`config.mk`:
```
export PLATFORM = sky130hd
export DESIGN_NAME = ncbc_ram
export DESIGN_NICKNAME = d
export VERILOG_FILES = /design/src/ncbc_ram.sv
export SDC_FILE = /design/constraint.sdc
export NUM_CORES = 1
export LEC_CHECK = 0
export ABC_AREA = 1
export CORE_MARGIN = 2
export CORE_UTILIZATION = 60
export CTS_CLUSTER_DIAMETER = 100
export DETAILED_ROUTE_END_ITERATION = 10
export DONT_BUFFER_PORTS = 1
export PLACE_DENSITY_LB_ADDON = 0.2
export SLEW_MARGIN = 0
export SYNTH_ARGS = -nofsm -noshare
export SYNTH_HDL_FRONTEND = slang
export SYNTH_SLANG_ARGS = --single-unit
```
`constraint.sdc`:
```
create_clock -name clk -period 1.3 [get_ports clk]
set_input_delay 0.065 -clock clk [delete_from_list [all_inputs] [get_ports clk]]
set_output_delay 0.065 -clock clk [all_outputs]
set_load 0.02 [all_outputs]
```
`src/ncbc_ram.sv`:
```
// Generic simple dual-port synchronous RAM (one write, one read port), registered read.
// No dependencies.
module ncbc_ram #(
  parameter int WIDTH = 8,
  parameter int DEPTH = 16
) (
  input  logic                     clk,
  input  logic                     we,
  input  logic [$clog2(DEPTH)-1:0] waddr,
  input  logic [WIDTH-1:0]         wdata,
  input  logic [$clog2(DEPTH)-1:0] raddr,
  output logic [WIDTH-1:0]         rdata
);
  logic [WIDTH-1:0] mem [DEPTH];
  always_ff @(posedge clk) begin
    if (we) mem[waddr] <= wdata;
    rdata <= mem[raddr];
  end
endmodule

```
# After elaboration in Yosys (flattened, before gate mapping)
# Memories as Yosys holds them, arrays and structs flattened. A register that Yosys moved wholly into a read port is not among the register bits.
# Cells that the tools add are included.
[totals]
ff_bits = 0
latch_bits = 0
ramBits = 128
mem_bits_ro = 0
input_bits = 18
output_inout_bits = 8
elab_cells = 3
n_memories = 1
[mem_list]
columns = ["memory", "words", "word_bits", "rd", "rd_clocked_by_memory_dff", "write_ports", "line_no", "source"]
rows = [
  ["mem", 16, 8, 1, 1, 1, "14", "logic [WIDTH-1:0] mem [DEPTH];"],
]
[classes]
add_sub_neg = 0
n_mul = 0
n_div = 0
n_lt_le_gt_ge = 0
n_eq_ne = 0
shifts = 0
muxes = 2
bitwise_logic = 0
reduce_logical = 0
[ops]
columns = ["op", "n"]
rows = [
  ["$mux W1", 2],
]

# Logic depth before layout (Yosys ltp)
# Gate-level depths: netlist (run 1).
[depth]
depth_word = 2
mapped_depth = 8
mapped_depth_nobuf = 7

# Worst setup path after synthesis (run 1)
# Ideal clock, no wire load.
[synth_timing]
path_kind = "input to register"
startpoint = "input port waddr[2]"
endpoint = "memory mem[10][0] (enable)"
setup_ps = 370
arrival_ps = 646
path_slack_ps = 284
stages = 2
n_path_buf = 0
path_cell_list = "nand3b_1 nor2_1"
[synth_rtl]
columns = ["item", "line_no", "source"]
rows = [
  ["start: declaration", "9", "input logic [$clog2(DEPTH)-1:0] waddr,"],
  ["end: declaration", "14", ""],
]
# Straight into the memory's write port.

==> metrics.md, run 1 <==
| Metric | Value |
|---|---|
| Status | complete, but fails checks |
| Violations in the final reports | hold timing |
| CP Launch Type | input port |
| Clock network latency to the later pin of the worst-skew pair | 0.51 ns |
| Hold Slack | -0.002547 ns |
| Avg Cell Area, Syn | 10.47 um2 |
| Reg2reg start | mem[7][5] |
| XOR/XNOR Fraction of Synth Area | 0% |
| Simple-Gate Fraction of Synth Area | 21.05% |
| Cell Pwr Density | 1525 nW/um2 |
| Final max-slew violation count | 0 |
| CP Depth | 4 |
| Drt pass-1 iters | 5 |
| Post-DR wirelength/cell | 18.16 um |
| Min Tclk post-route | 1.160 ns |
| Cell variety after synth | 12 |
| CTS Buffer Depth | 2 |
| Worst Path Required | 1.70 ns |
| Die height | 102.0 um |
| Post-synthesis mux area share | 0% |
| First-pass GRT wire length | 20360 um |
| TritonCTS clock tree | done |
| Largest net degree at the start of global routing | 48 |
| Critical path destination | rdata[2] |
| CP max FO | 16 |
| Design Area, Final | 6676 um2 |
| Initial DRC count | 444 |
| Setup TNS | 0 ns |
| Syn Nets | 569 |
| Synth-to-Final Area Change | 15.77% |
| Vias post-DR | 3924 |
| Largest delay contributor family on the critical path | buffers and inverters |
| Post-route setup slack | 0.1395 ns |
| Buffers on Ports | 0 |
| DIE AREA | 10410 um2 |
| Most frequent cells in the layout | 173 x nand2_1, 128 x edfxtp_1, 100 x inv_1, 97 x nand3_1, 20 x buf_4 |
| Max stage delay cell, worst path | dlygate4sd3_1 |
| Worst rel slew slack | 48.60% |
| # DRC | 0 |
| Crit-path most repeated cell | nand3_1 |
| Slew of the pin with the lowest slew margin | 0.7685 ns |
| GPL Wtd Cong | 0.7944 |
| Yosys Warn Count | 0 |
| Total wire length | 13110 um |
| Fmax | 0.8617 GHz |
| Fillcell total | 629 |
| Synthesized cell area | 5767 um2 |
| Cells after synthesis | 551 |
| Sink Count | 136 |
| CP Buf/Inv Count | 1 |
| Final setup fails | 0 |
| Unrepaired setup endpoints after global routing | no |
| Num CTS Buffers | 17 |
| CTS clock-pin slew for the worst setup and hold paths | 0.06 ns |
| Post-synthesis adder-cell area fraction | 0% |
| Max incr delay on CP | 1.03 ns |
| #FFs+latches synth | 136 |
| I/O pin cnt | 26 |
| Post_cts resized | 0 |
| Min-delay worst type | in -> reg |
| CORE AREA | 9284 um2 |
| P_leak | 0.002887 uW |
| Flop2flop setup slack | 0.28 ns |
| Worst EP arrival | 1.56 ns |
| Vias per std cell | 5.435 |
| Hpwl dp | 7521 um |
| Initial Util | 62.12% |
| Post-Place Cell Area | 5952 um2 |
| R2R cell count | 6 |
| Clock Skew | 0.007344 ns |
| Initial antenna violation count | 1 |
| Overall Global Routing Usage | 27.60% |
| CTS H-tree lvls | 4 |
| Final antenna-violating net count | 0 |
| Commonest non-fill, non-tap cell in the layout | nand2_1 |
| Total of max-cap violations | 0 |
| Share of cells above drive strength 1 | 9.275% |
| Worst R2R End | rdata[5] |
| Final Hold Violating Endpoints | 1 |
| Place WS | 0.2881 ns |
| Vias in the first global route | 3810 |
| Peak supply drop | 869.0 uV |
| Cell Rows | 35 |
| Main combinational cell family by area after synthesis | simple AND/OR/NAND/NOR gates |
| CP startpoint | raddr[2] |
| Grt total ovfl | 0 |
| Root buffer cell | clkbuf_8 |
| Ant diodes | 0 |
| Complex-gate fraction of the synthesized area | 0% |
| Crit share post-route | 89.27% |
| CP Capture Type | register |
| CP Cell Sequence | dlygate4sd3_1 -> nand3_1 -> nand3_1 -> nand2_1 |
| Post-synthesis sequential area ratio | 69.43% |
| Die Wd | 102.0 um |
| Critical path type | in -> reg |
| Layout Nets | 599 |
[where the power goes]
| part | internal, uW | switching, uW | leakage, uW |
|---|---|---|---|
| sequential | 4900 | 73.9 | 0.00122 |
| combinational | 179 | 390 | 0.00138 |
| clock | 2900 | 1740 | 0.000282 |
| total | 7980 | 2200 | 0.00289 |
[kinds of logic (layout without fill, tap and decap cells)]
kind of cell	Yosys count	in the layout
and+or+nand+nor	289	289
DFF	136	136
buffers and inverters	126	168
[stage by stage]
step / util [%] / total power [uW] / instances
CTS: 71.91 / 10200 / 722
global placement: 64.11 / 5451 / 678
finish: 71.91 / 10180 / 722
detailed placement: 64.11 / 5467 / 678
global route: 71.91 / 10490 / 722
floorplan: - / 5398 / 551
[cell usage after synthesis]
master	count	area share, %
buf_4	4	0.52
dfxtp_1	8	2.8
nand2_1	173	11
nand3_1	97	8.4
inv_2	2	0.13
edfxtp_1	128	67
nor2_1	17	1.1
inv_1	100	6.5
buf_1	1	0.065
buf_2	13	1.1
buf_6	6	1.2
nand3b_1	2	0.26
[state kept, by name (all words and copies together) (netlist names)]
name	flops
mem	128
rdata	8
[layer usage]
layer	vias up	part of all wire [%]	wire length [um]	global-route usage, %
met5	-	0.099	13	0
met1	1874	40	5258	36.59
li1	1835	-	-	-
met4	2	3.5	456	12.82
met2	181	49	6388	43.78
met3	32	7.6	995	6.566
[final cells by class]
class / instances / area [um2] / area share (%)
tap: 129 / 161.4 / 2.418
inverter: 102 / 382.9 / 5.735
timing repair buffer: 35 / 340.3 / 5.097
clock inverter: 13 / 156.4 / 2.343
multi-input combinational: 289 / 1214 / 18.18
sequential: 136 / 4004 / 59.97
clock buffer: 18 / 417.9 / 6.259
[worst min-delay path by stage]
stage | from | to | slack (ns) | depth (start not counted)
2_1_floorplan | wdata[0] | mem[0][0] | 0.16 | 0
3_3_place_gp | wdata[1] | mem[7][1] | 0.16 | 0
3_5_place_dp | wdata[1] | mem[7][1] | 0.16 | 0
4_1_cts | raddr[0] | rdata[6] | 0.0008 | 5
5_1_grt | raddr[0] | rdata[4] | 0.02 | 5
6_report | raddr[0] | rdata[2] | -0.003 | 5
[worst min-delay path, cell delays in order]
cell and delay, ns:
nand2_1 0.04, nand3_1 0.09, nand3_1 0.08, nand3_1 0.10
nand2_1 0.07
[timing repair]
| action | CTS | global route |
|---|---|---|
| hold endpoints to repair | 136 | 0 |
| setup buffers | 0 | 0 |
| hold buffers | 13 | 0 |
No activity file was read; power rests on OpenSTA's default activity.
==> run 2, diff against run 1 <==
CELL_PAD_IN_SITES_DETAIL_PLACEMENT = 1   (was unset)
CELL_PAD_IN_SITES_GLOBAL_PLACEMENT = 1   (was unset)
CORE_UTILIZATION = 50   (was 60)
SKIP_CTS_REPAIR_TIMING = 1   (was unset)
==> run 2 against run 1 <==
The flow still finishes with violations (hold timing). Die area increased by 19%. Cell count grew 2.1%. Global-route usage decreased by 2.4 points. Register-to-register slack got worse by 0.05 ns. Maximum frequency is 4.6% lower. Worst hold slack got worse by 0.021 ns. Routed wire length up 13%. Sequential power about the same. Final area is 1.6% lower. Clock skew rose by 0.0081 ns. Critical path type unchanged. Largest cell class unchanged.
==> metrics.md, run 2 (synthesized netlist as in run 1, its figures left out) <==
| Metric | Value |
|---|---|
| Max incr delay on CP | 1.01 ns (-0.02 ns) |
| Reg2reg start | mem[11][0] |
| Violations in the final reports | hold timing |
| Min Tclk post-route | 1.217 ns (+0.05639 ns) |
| Post-route setup slack | 0.08313 ns (-0.05639 ns) |
| Grt total ovfl | 0 (unchanged) |
| Die height | 111.4 um (+9.2%) |
| CP Launch Type | input port |
| CP Cell Sequence | dlygate4sd3_1 -> nand3_1 -> nand3_1 -> nand2_1 |
| CP max FO | 14 (-2) |
| Worst Path Required | 1.59 ns (-0.11 ns) |
| Root buffer cell | clkbuf_16 |
| Cell Rows | 39 (+11%) |
| Slew of the pin with the lowest slew margin | 0.9000 ns (+0.1315 ns) |
| Clock Skew | 0.01541 ns (+0.008063 ns) |
| Ant diodes | 0 (unchanged) |
| Final antenna-violating net count | 0 (unchanged) |
| Worst EP arrival | 1.51 ns (-0.05 ns) |
| R2R cell count | 6 (unchanged) |
| Layout Nets | 599 (unchanged) |
| Largest delay contributor family on the critical path | buffers and inverters |
| Critical path type | in -> reg |
| Sink Count | 136 (unchanged) |
| Total of max-cap violations | 0 (unchanged) |
| Post-Place Cell Area | 5957 um2 (about the same) |
| WHS Path Cells | 4 (-1) |
| CTS H-tree lvls | 4 (unchanged) |
| Largest regs | mem x128, rdata x8 |
| Min-delay worst type | in -> reg |
| First-pass GRT wire length | 23110 um (+14%) |
| Largest net degree at the start of global routing | 66 (+38%) |
| Commonest non-fill, non-tap cell in the layout | nand2_1 |
| # DRC | 0 (unchanged) |
| GPL Wtd Cong | 0.7912 (-0.40%) |
| Synth-to-Final Area Change | 13.95% |
| Hpwl dp | 8946 um (+19%) |
| DIE AREA | 12410 um2 (+19%) |
| Fmax | 0.8218 GHz (-4.6%) |
| CP Capture Type | register |
| Status | complete, but fails checks |
| CTS Buffer Depth | 2 (unchanged) |
| Num CTS Buffers | 17 (unchanged) |
| Drt pass-1 iters | 4 (-1) |
| Vias in the first global route | 4122 (+8.2%) |
| Cell Pwr Density | 1451 nW/um2 (-4.9%) |
| TritonCTS clock tree | done |
| Total wire length | 14880 um (+13%) |
| Share of cells above drive strength 1 | 7.239% (-2.0 points) |
| Biggest register | mem |
| Fillcell total | 1237 (+97%) |
| Die Wd | 111.4 um (+9.2%) |
| Place WS | 0.2424 ns (-0.04570 ns) |
| Peak supply drop | 1100 uV (+27%) |
| Initial antenna violation count | 0 (-1) |
| Design Area, Final | 6571 um2 (-1.6%) |
| Setup TNS | 0 ns (unchanged) |
| Buffers on Ports | 0 (unchanged) |
| Final setup fails | 0 (unchanged) |
| Final Hold Violating Endpoints | 3 (+2) |
| Flop2flop setup slack | 0.23 ns (-0.05 ns) |
| Vias post-DR | 3941 (+0.43%) |
| Overall Global Routing Usage | 25.25% (-2.4 points) |
| Post-DR wirelength/cell | 20.18 um (+11%) |
| Initial DRC count | 248 (-44%) |
| Crit-path most repeated cell | nand3_1 |
| Hold_sp | raddr[1] |
| Max reg flops | 128 (unchanged) |
| CP Buf/Inv Count | 1 (unchanged) |
| Vias per std cell | 5.347 (-1.6%) |
| Worst Hold Endpoint | rdata[7] |
| Crit share post-route | 93.61% (+4.3 points) |
| Hold Slack | -0.02375 ns (-0.02120 ns) |
| Initial Util | 50.94% (-11 points) |
| CTS clock-pin slew for the worst setup and hold paths | 0.05 ns (about the same) |
| Worst rel slew slack | 39.80% (-8.8 points) |
| Final max-slew violation count | 0 (unchanged) |
| I/O pin cnt | 26 (unchanged) |
| Max stage delay cell, worst path | dlygate4sd3_1 |
| Total power | 9536 uW (-6.3%) |
| Clock network latency to the later pin of the worst-skew pair | 0.42 ns (-0.09 ns) |
| Unrepaired setup endpoints after global routing | no |
| P_leak | 0.002824 uW (-2.2%) |
| Most frequent cells in the layout | 173 x nand2_1, 128 x edfxtp_1, 100 x inv_1, 97 x nand3_1, 21 x buf_4 |
| Worst R2R End | rdata[0] |
| CORE AREA | 11320 um2 (+22%) |
run 2: per-stage QoR:
stage               std cells  utilization, %
finish                    737           58.05
global route              737           58.05
CTS                       724           56.90
detailed placement        692           52.62
global placement          692           52.62
floorplan                 551               -
run 2: metal layers:
metal  share of wire, %  up-vias  GRT usage [%]
li1                   -     1840              -
met1                 43     1975          33.37
met5                  0        -              0
met3                5.5       20          7.022
met2                 49      106          40.49
met4                2.5        0          9.218
run 2: cell type report:
cell class | count | area (um2) | share of cell area [%]
Clock buffer | 25 | 455.4 | 6.931
Sequential cell | 136 | 4004 | 60.93
Clock inverter | 7 | 28.78 | 0.4379
Timing Repair Buffer | 35 | 307.8 | 4.684
Tap cell | 143 | 178.9 | 2.723
Multi-Input combinational cell | 289 | 1214 | 18.47
Inverter | 102 | 382.9 | 5.826
run 2: report_power, final:
part	internal [uW]	total [uW]	switching (uW)
combinational	168	541	373
clock	2390	4010	1620
sequential	4910	4980	76.6
run 2: worst max path at each step:
stage / startpoint / to / slack, ns / cells after the start
2_1_floorplan: waddr[2] / mem[10][0] / 0.28 / 2
3_3_place_gp: raddr[1] / rdata[0] / 0.27 / 6
3_5_place_dp: raddr[0] / rdata[5] / 0.24 / 7
4_1_cts: mem[11][0] / rdata[0] / 0.22 / 6
5_1_grt: raddr[2] / rdata[0] / 0.03 / 4
6_report: raddr[2] / rdata[0] / 0.08 / 4
run 2: worst min-delay path, cell delays in order:
cell and delay [ns]:
nand2_1 0.04, nand3_1 0.06, nand3_1 0.07, nand2_1 0.11
==> run 3, diff against run 2 <==
CELL_PAD_IN_SITES_DETAIL_PLACEMENT = unset   (was 1)
CELL_PAD_IN_SITES_GLOBAL_PLACEMENT = unset   (was 1)
CORE_UTILIZATION = 60   (was 50)
==> run 3 against run 2 <==
The run still ends with hold timing left. Via count grew 0.61%. Flip-flop and latch count is the same. Register-to-register slack gained 0.02 ns. Non-clock buffer count grew 1. Routed wire length shrank 10%. Final area grew 1.8%. Largest cell class unchanged. Largest power group unchanged.
==> metrics.md, run 3 (synthesized netlist as in run 1, its figures left out) <==
| Metric | Value |
|---|---|
| Buffers on Ports | 0 (unchanged) |
| Die height | 102.0 um (-8.4%) |
| Design Area, Final | 6686 um2 (+1.8%) |
| CTS clock-pin slew for the worst setup and hold paths | 0.06 ns (about the same) |
| Worst Path Required | 1.70 ns (+0.11 ns) |
| Sink Count | 136 (unchanged) |
| Die Wd | 102.0 um (-8.4%) |
| Worst rel slew slack | 45.97% (+6.2 points) |
| I/O pin cnt | 26 (unchanged) |
| Hpwl dp | 7521 um (-16%) |
| CORE AREA | 9284 um2 (-18%) |
| Hold Slack | -0.02128 ns (+0.002474 ns) |
| Biggest register | mem |
| Total power | 10170 uW (+6.7%) |
| Vias post-DR | 3965 (+0.61%) |
| Largest net degree at the start of global routing | 66 (unchanged) |
| Initial Util | 62.12% (+11 points) |
| CTS H-tree lvls | 4 (unchanged) |
| Placed insts | 678 (-2.0%) |
| Cell Pwr Density | 1521 nW/um2 (+4.8%) |
| Fillcell total | 631 (-49%) |
| Min Tclk post-route | 1.196 ns (-0.02057 ns) |
| First-pass GRT wire length | 19580 um (-15%) |
| GPL Wtd Cong | 0.7944 (+0.40%) |
| P_leak | 0.002891 uW (+2.4%) |
| Cell Rows | 35 (-10%) |
| # DRC | 0 (unchanged) |
| Initial DRC count | 398 (+60%) |
| Layout Nets | 600 (+0.17%) |
| Grt total ovfl | 0 (unchanged) |
| CTS Buffer Depth | 2 (unchanged) |
| Post-Place Cell Area | 5952 um2 (about the same) |
| Unrepaired setup endpoints after global routing | no |
| Critical path type | in -> reg |
| Vias in the first global route | 3724 (-9.7%) |
| Final max-slew violation count | 0 (unchanged) |
| Peak supply drop | 875.6 uV (-20%) |
| Status | complete, but fails checks |
| Clock network latency to the later pin of the worst-skew pair | 0.51 ns (+0.09 ns) |
| Final Hold Violating Endpoints | 6 (+3) |
| CP Capture Type | register |
| Fmax | 0.8359 GHz (+1.7%) |
| Largest regs | mem x128, rdata x8 |
| Drt pass-1 iters | 6 (+2) |
| Initial antenna violation count | 1 (+1) |
| Post-DR wirelength/cell | 18.43 um (-8.7%) |
| Total of max-cap violations | 0 (unchanged) |
| Ant diodes | 0 (unchanged) |
| CP Launch Type | input port |
| TritonCTS clock tree | done |
| Commonest non-fill, non-tap cell in the layout | nand2_1 |
| CP max FO | 16 (+2) |
| Min-delay worst type | in -> reg |
| Num CTS Buffers | 17 (unchanged) |
| Crit share post-route | 92.02% (-1.6 points) |
| Most frequent cells in the layout | 173 x nand2_1, 128 x edfxtp_1, 100 x inv_1, 97 x nand3_1, 20 x buf_4 |
| Final setup fails | 0 (unchanged) |
| Cell Count, Final, Fillers Out | 723 (-1.9%) |
| Total wire length | 13320 um (-10%) |
| DIE AREA | 10410 um2 (-16%) |
| Overall Global Routing Usage | 26.55% (+1.3 points) |
| Share of cells above drive strength 1 | 9.259% (+2.0 points) |
| Clock Skew | 0.006993 ns (-0.008413 ns) |
| Violations in the final reports | hold timing |
| Setup TNS | 0 ns (unchanged) |
| WHS Path Cells | 5 (+1) |
| Vias per std cell | 5.484 (+2.6%) |
| Worst EP arrival | 1.60 ns (+0.09 ns) |
| Max reg flops | 128 (unchanged) |
| Synth-to-Final Area Change | 15.95% |
| Final antenna-violating net count | 0 (unchanged) |
| R2R cell count | 6 (unchanged) |
| Root buffer cell | clkbuf_8 |
| Slew of the pin with the lowest slew margin | 0.8078 ns (-0.09223 ns) |
-- run 3: changes by cell type in the layout (fill, tap and decap cells not counted), sizes merged --
cell         delta
clkbuf          -7
bufinv          +3
buf             +2
clkinv          +2
clkinvlp        +1
dlygate4sd3     -1
-- run 3: stage by stage --
stage	worst slack (ns)	hold WS [ns]	util [%]
global placement	0.3135	0.1646	64.11
finish	0.1037	-0.02128	72.02
CTS	0.2154	-0.3647	70.30
global route	0.03542	0.002359	72.02
detailed placement	0.2881	0.1644	64.11
floorplan	0.2842	0.1639	-
-- run 3: critical path, cell delays in order --
cell and delay [ns]:
dlygate4sd3_1 1.06, nand3_1 0.26, nand3_1 0.13, nand2_1 0.07
-- run 3: report_power, final --
group | switching (uW) | internal (uW)
combinational | 383 | 182
clock | 1730 | 2900
sequential | 74.2 | 4900
-- run 3: cell type report --
cell class                      instances  area [um2]  share of cell area, %
Multi-Input combinational cell        289        1214                  18.15
Timing Repair Buffer                   36       350.3                  5.240
Clock buffer                           18       417.9                  6.250
Inverter                              102       382.9                  5.726
Sequential cell                       136        4004                  59.88
Tap cell                              129       161.4                  2.414
Clock inverter                         13       156.4                  2.339
-- run 3: path summary, 6_finish.rpt --
check	slack [ns]	to	start
max	0.10	rdata[2]	raddr[2]
min	-0.02	rdata[6]	raddr[0]
max reg2reg	0.25	rdata[0]	mem[0][0]
min reg2reg	0.67	rdata[5]	mem[12][5]
-- run 3: per-layer routing --
metal | wire (um) | global-route usage [%] | share of wire, % | vias up
met1 | 5176 | 34.83 | 39 | 1872
met2 | 6546 | 42.36 | 49 | 225
met3 | 1206 | 7.250 | 9.1 | 32
li1 | - | - | - | 1834
met5 | 10 | 0 | 0.075 | -
met4 | 382 | 11.18 | 2.9 | 2
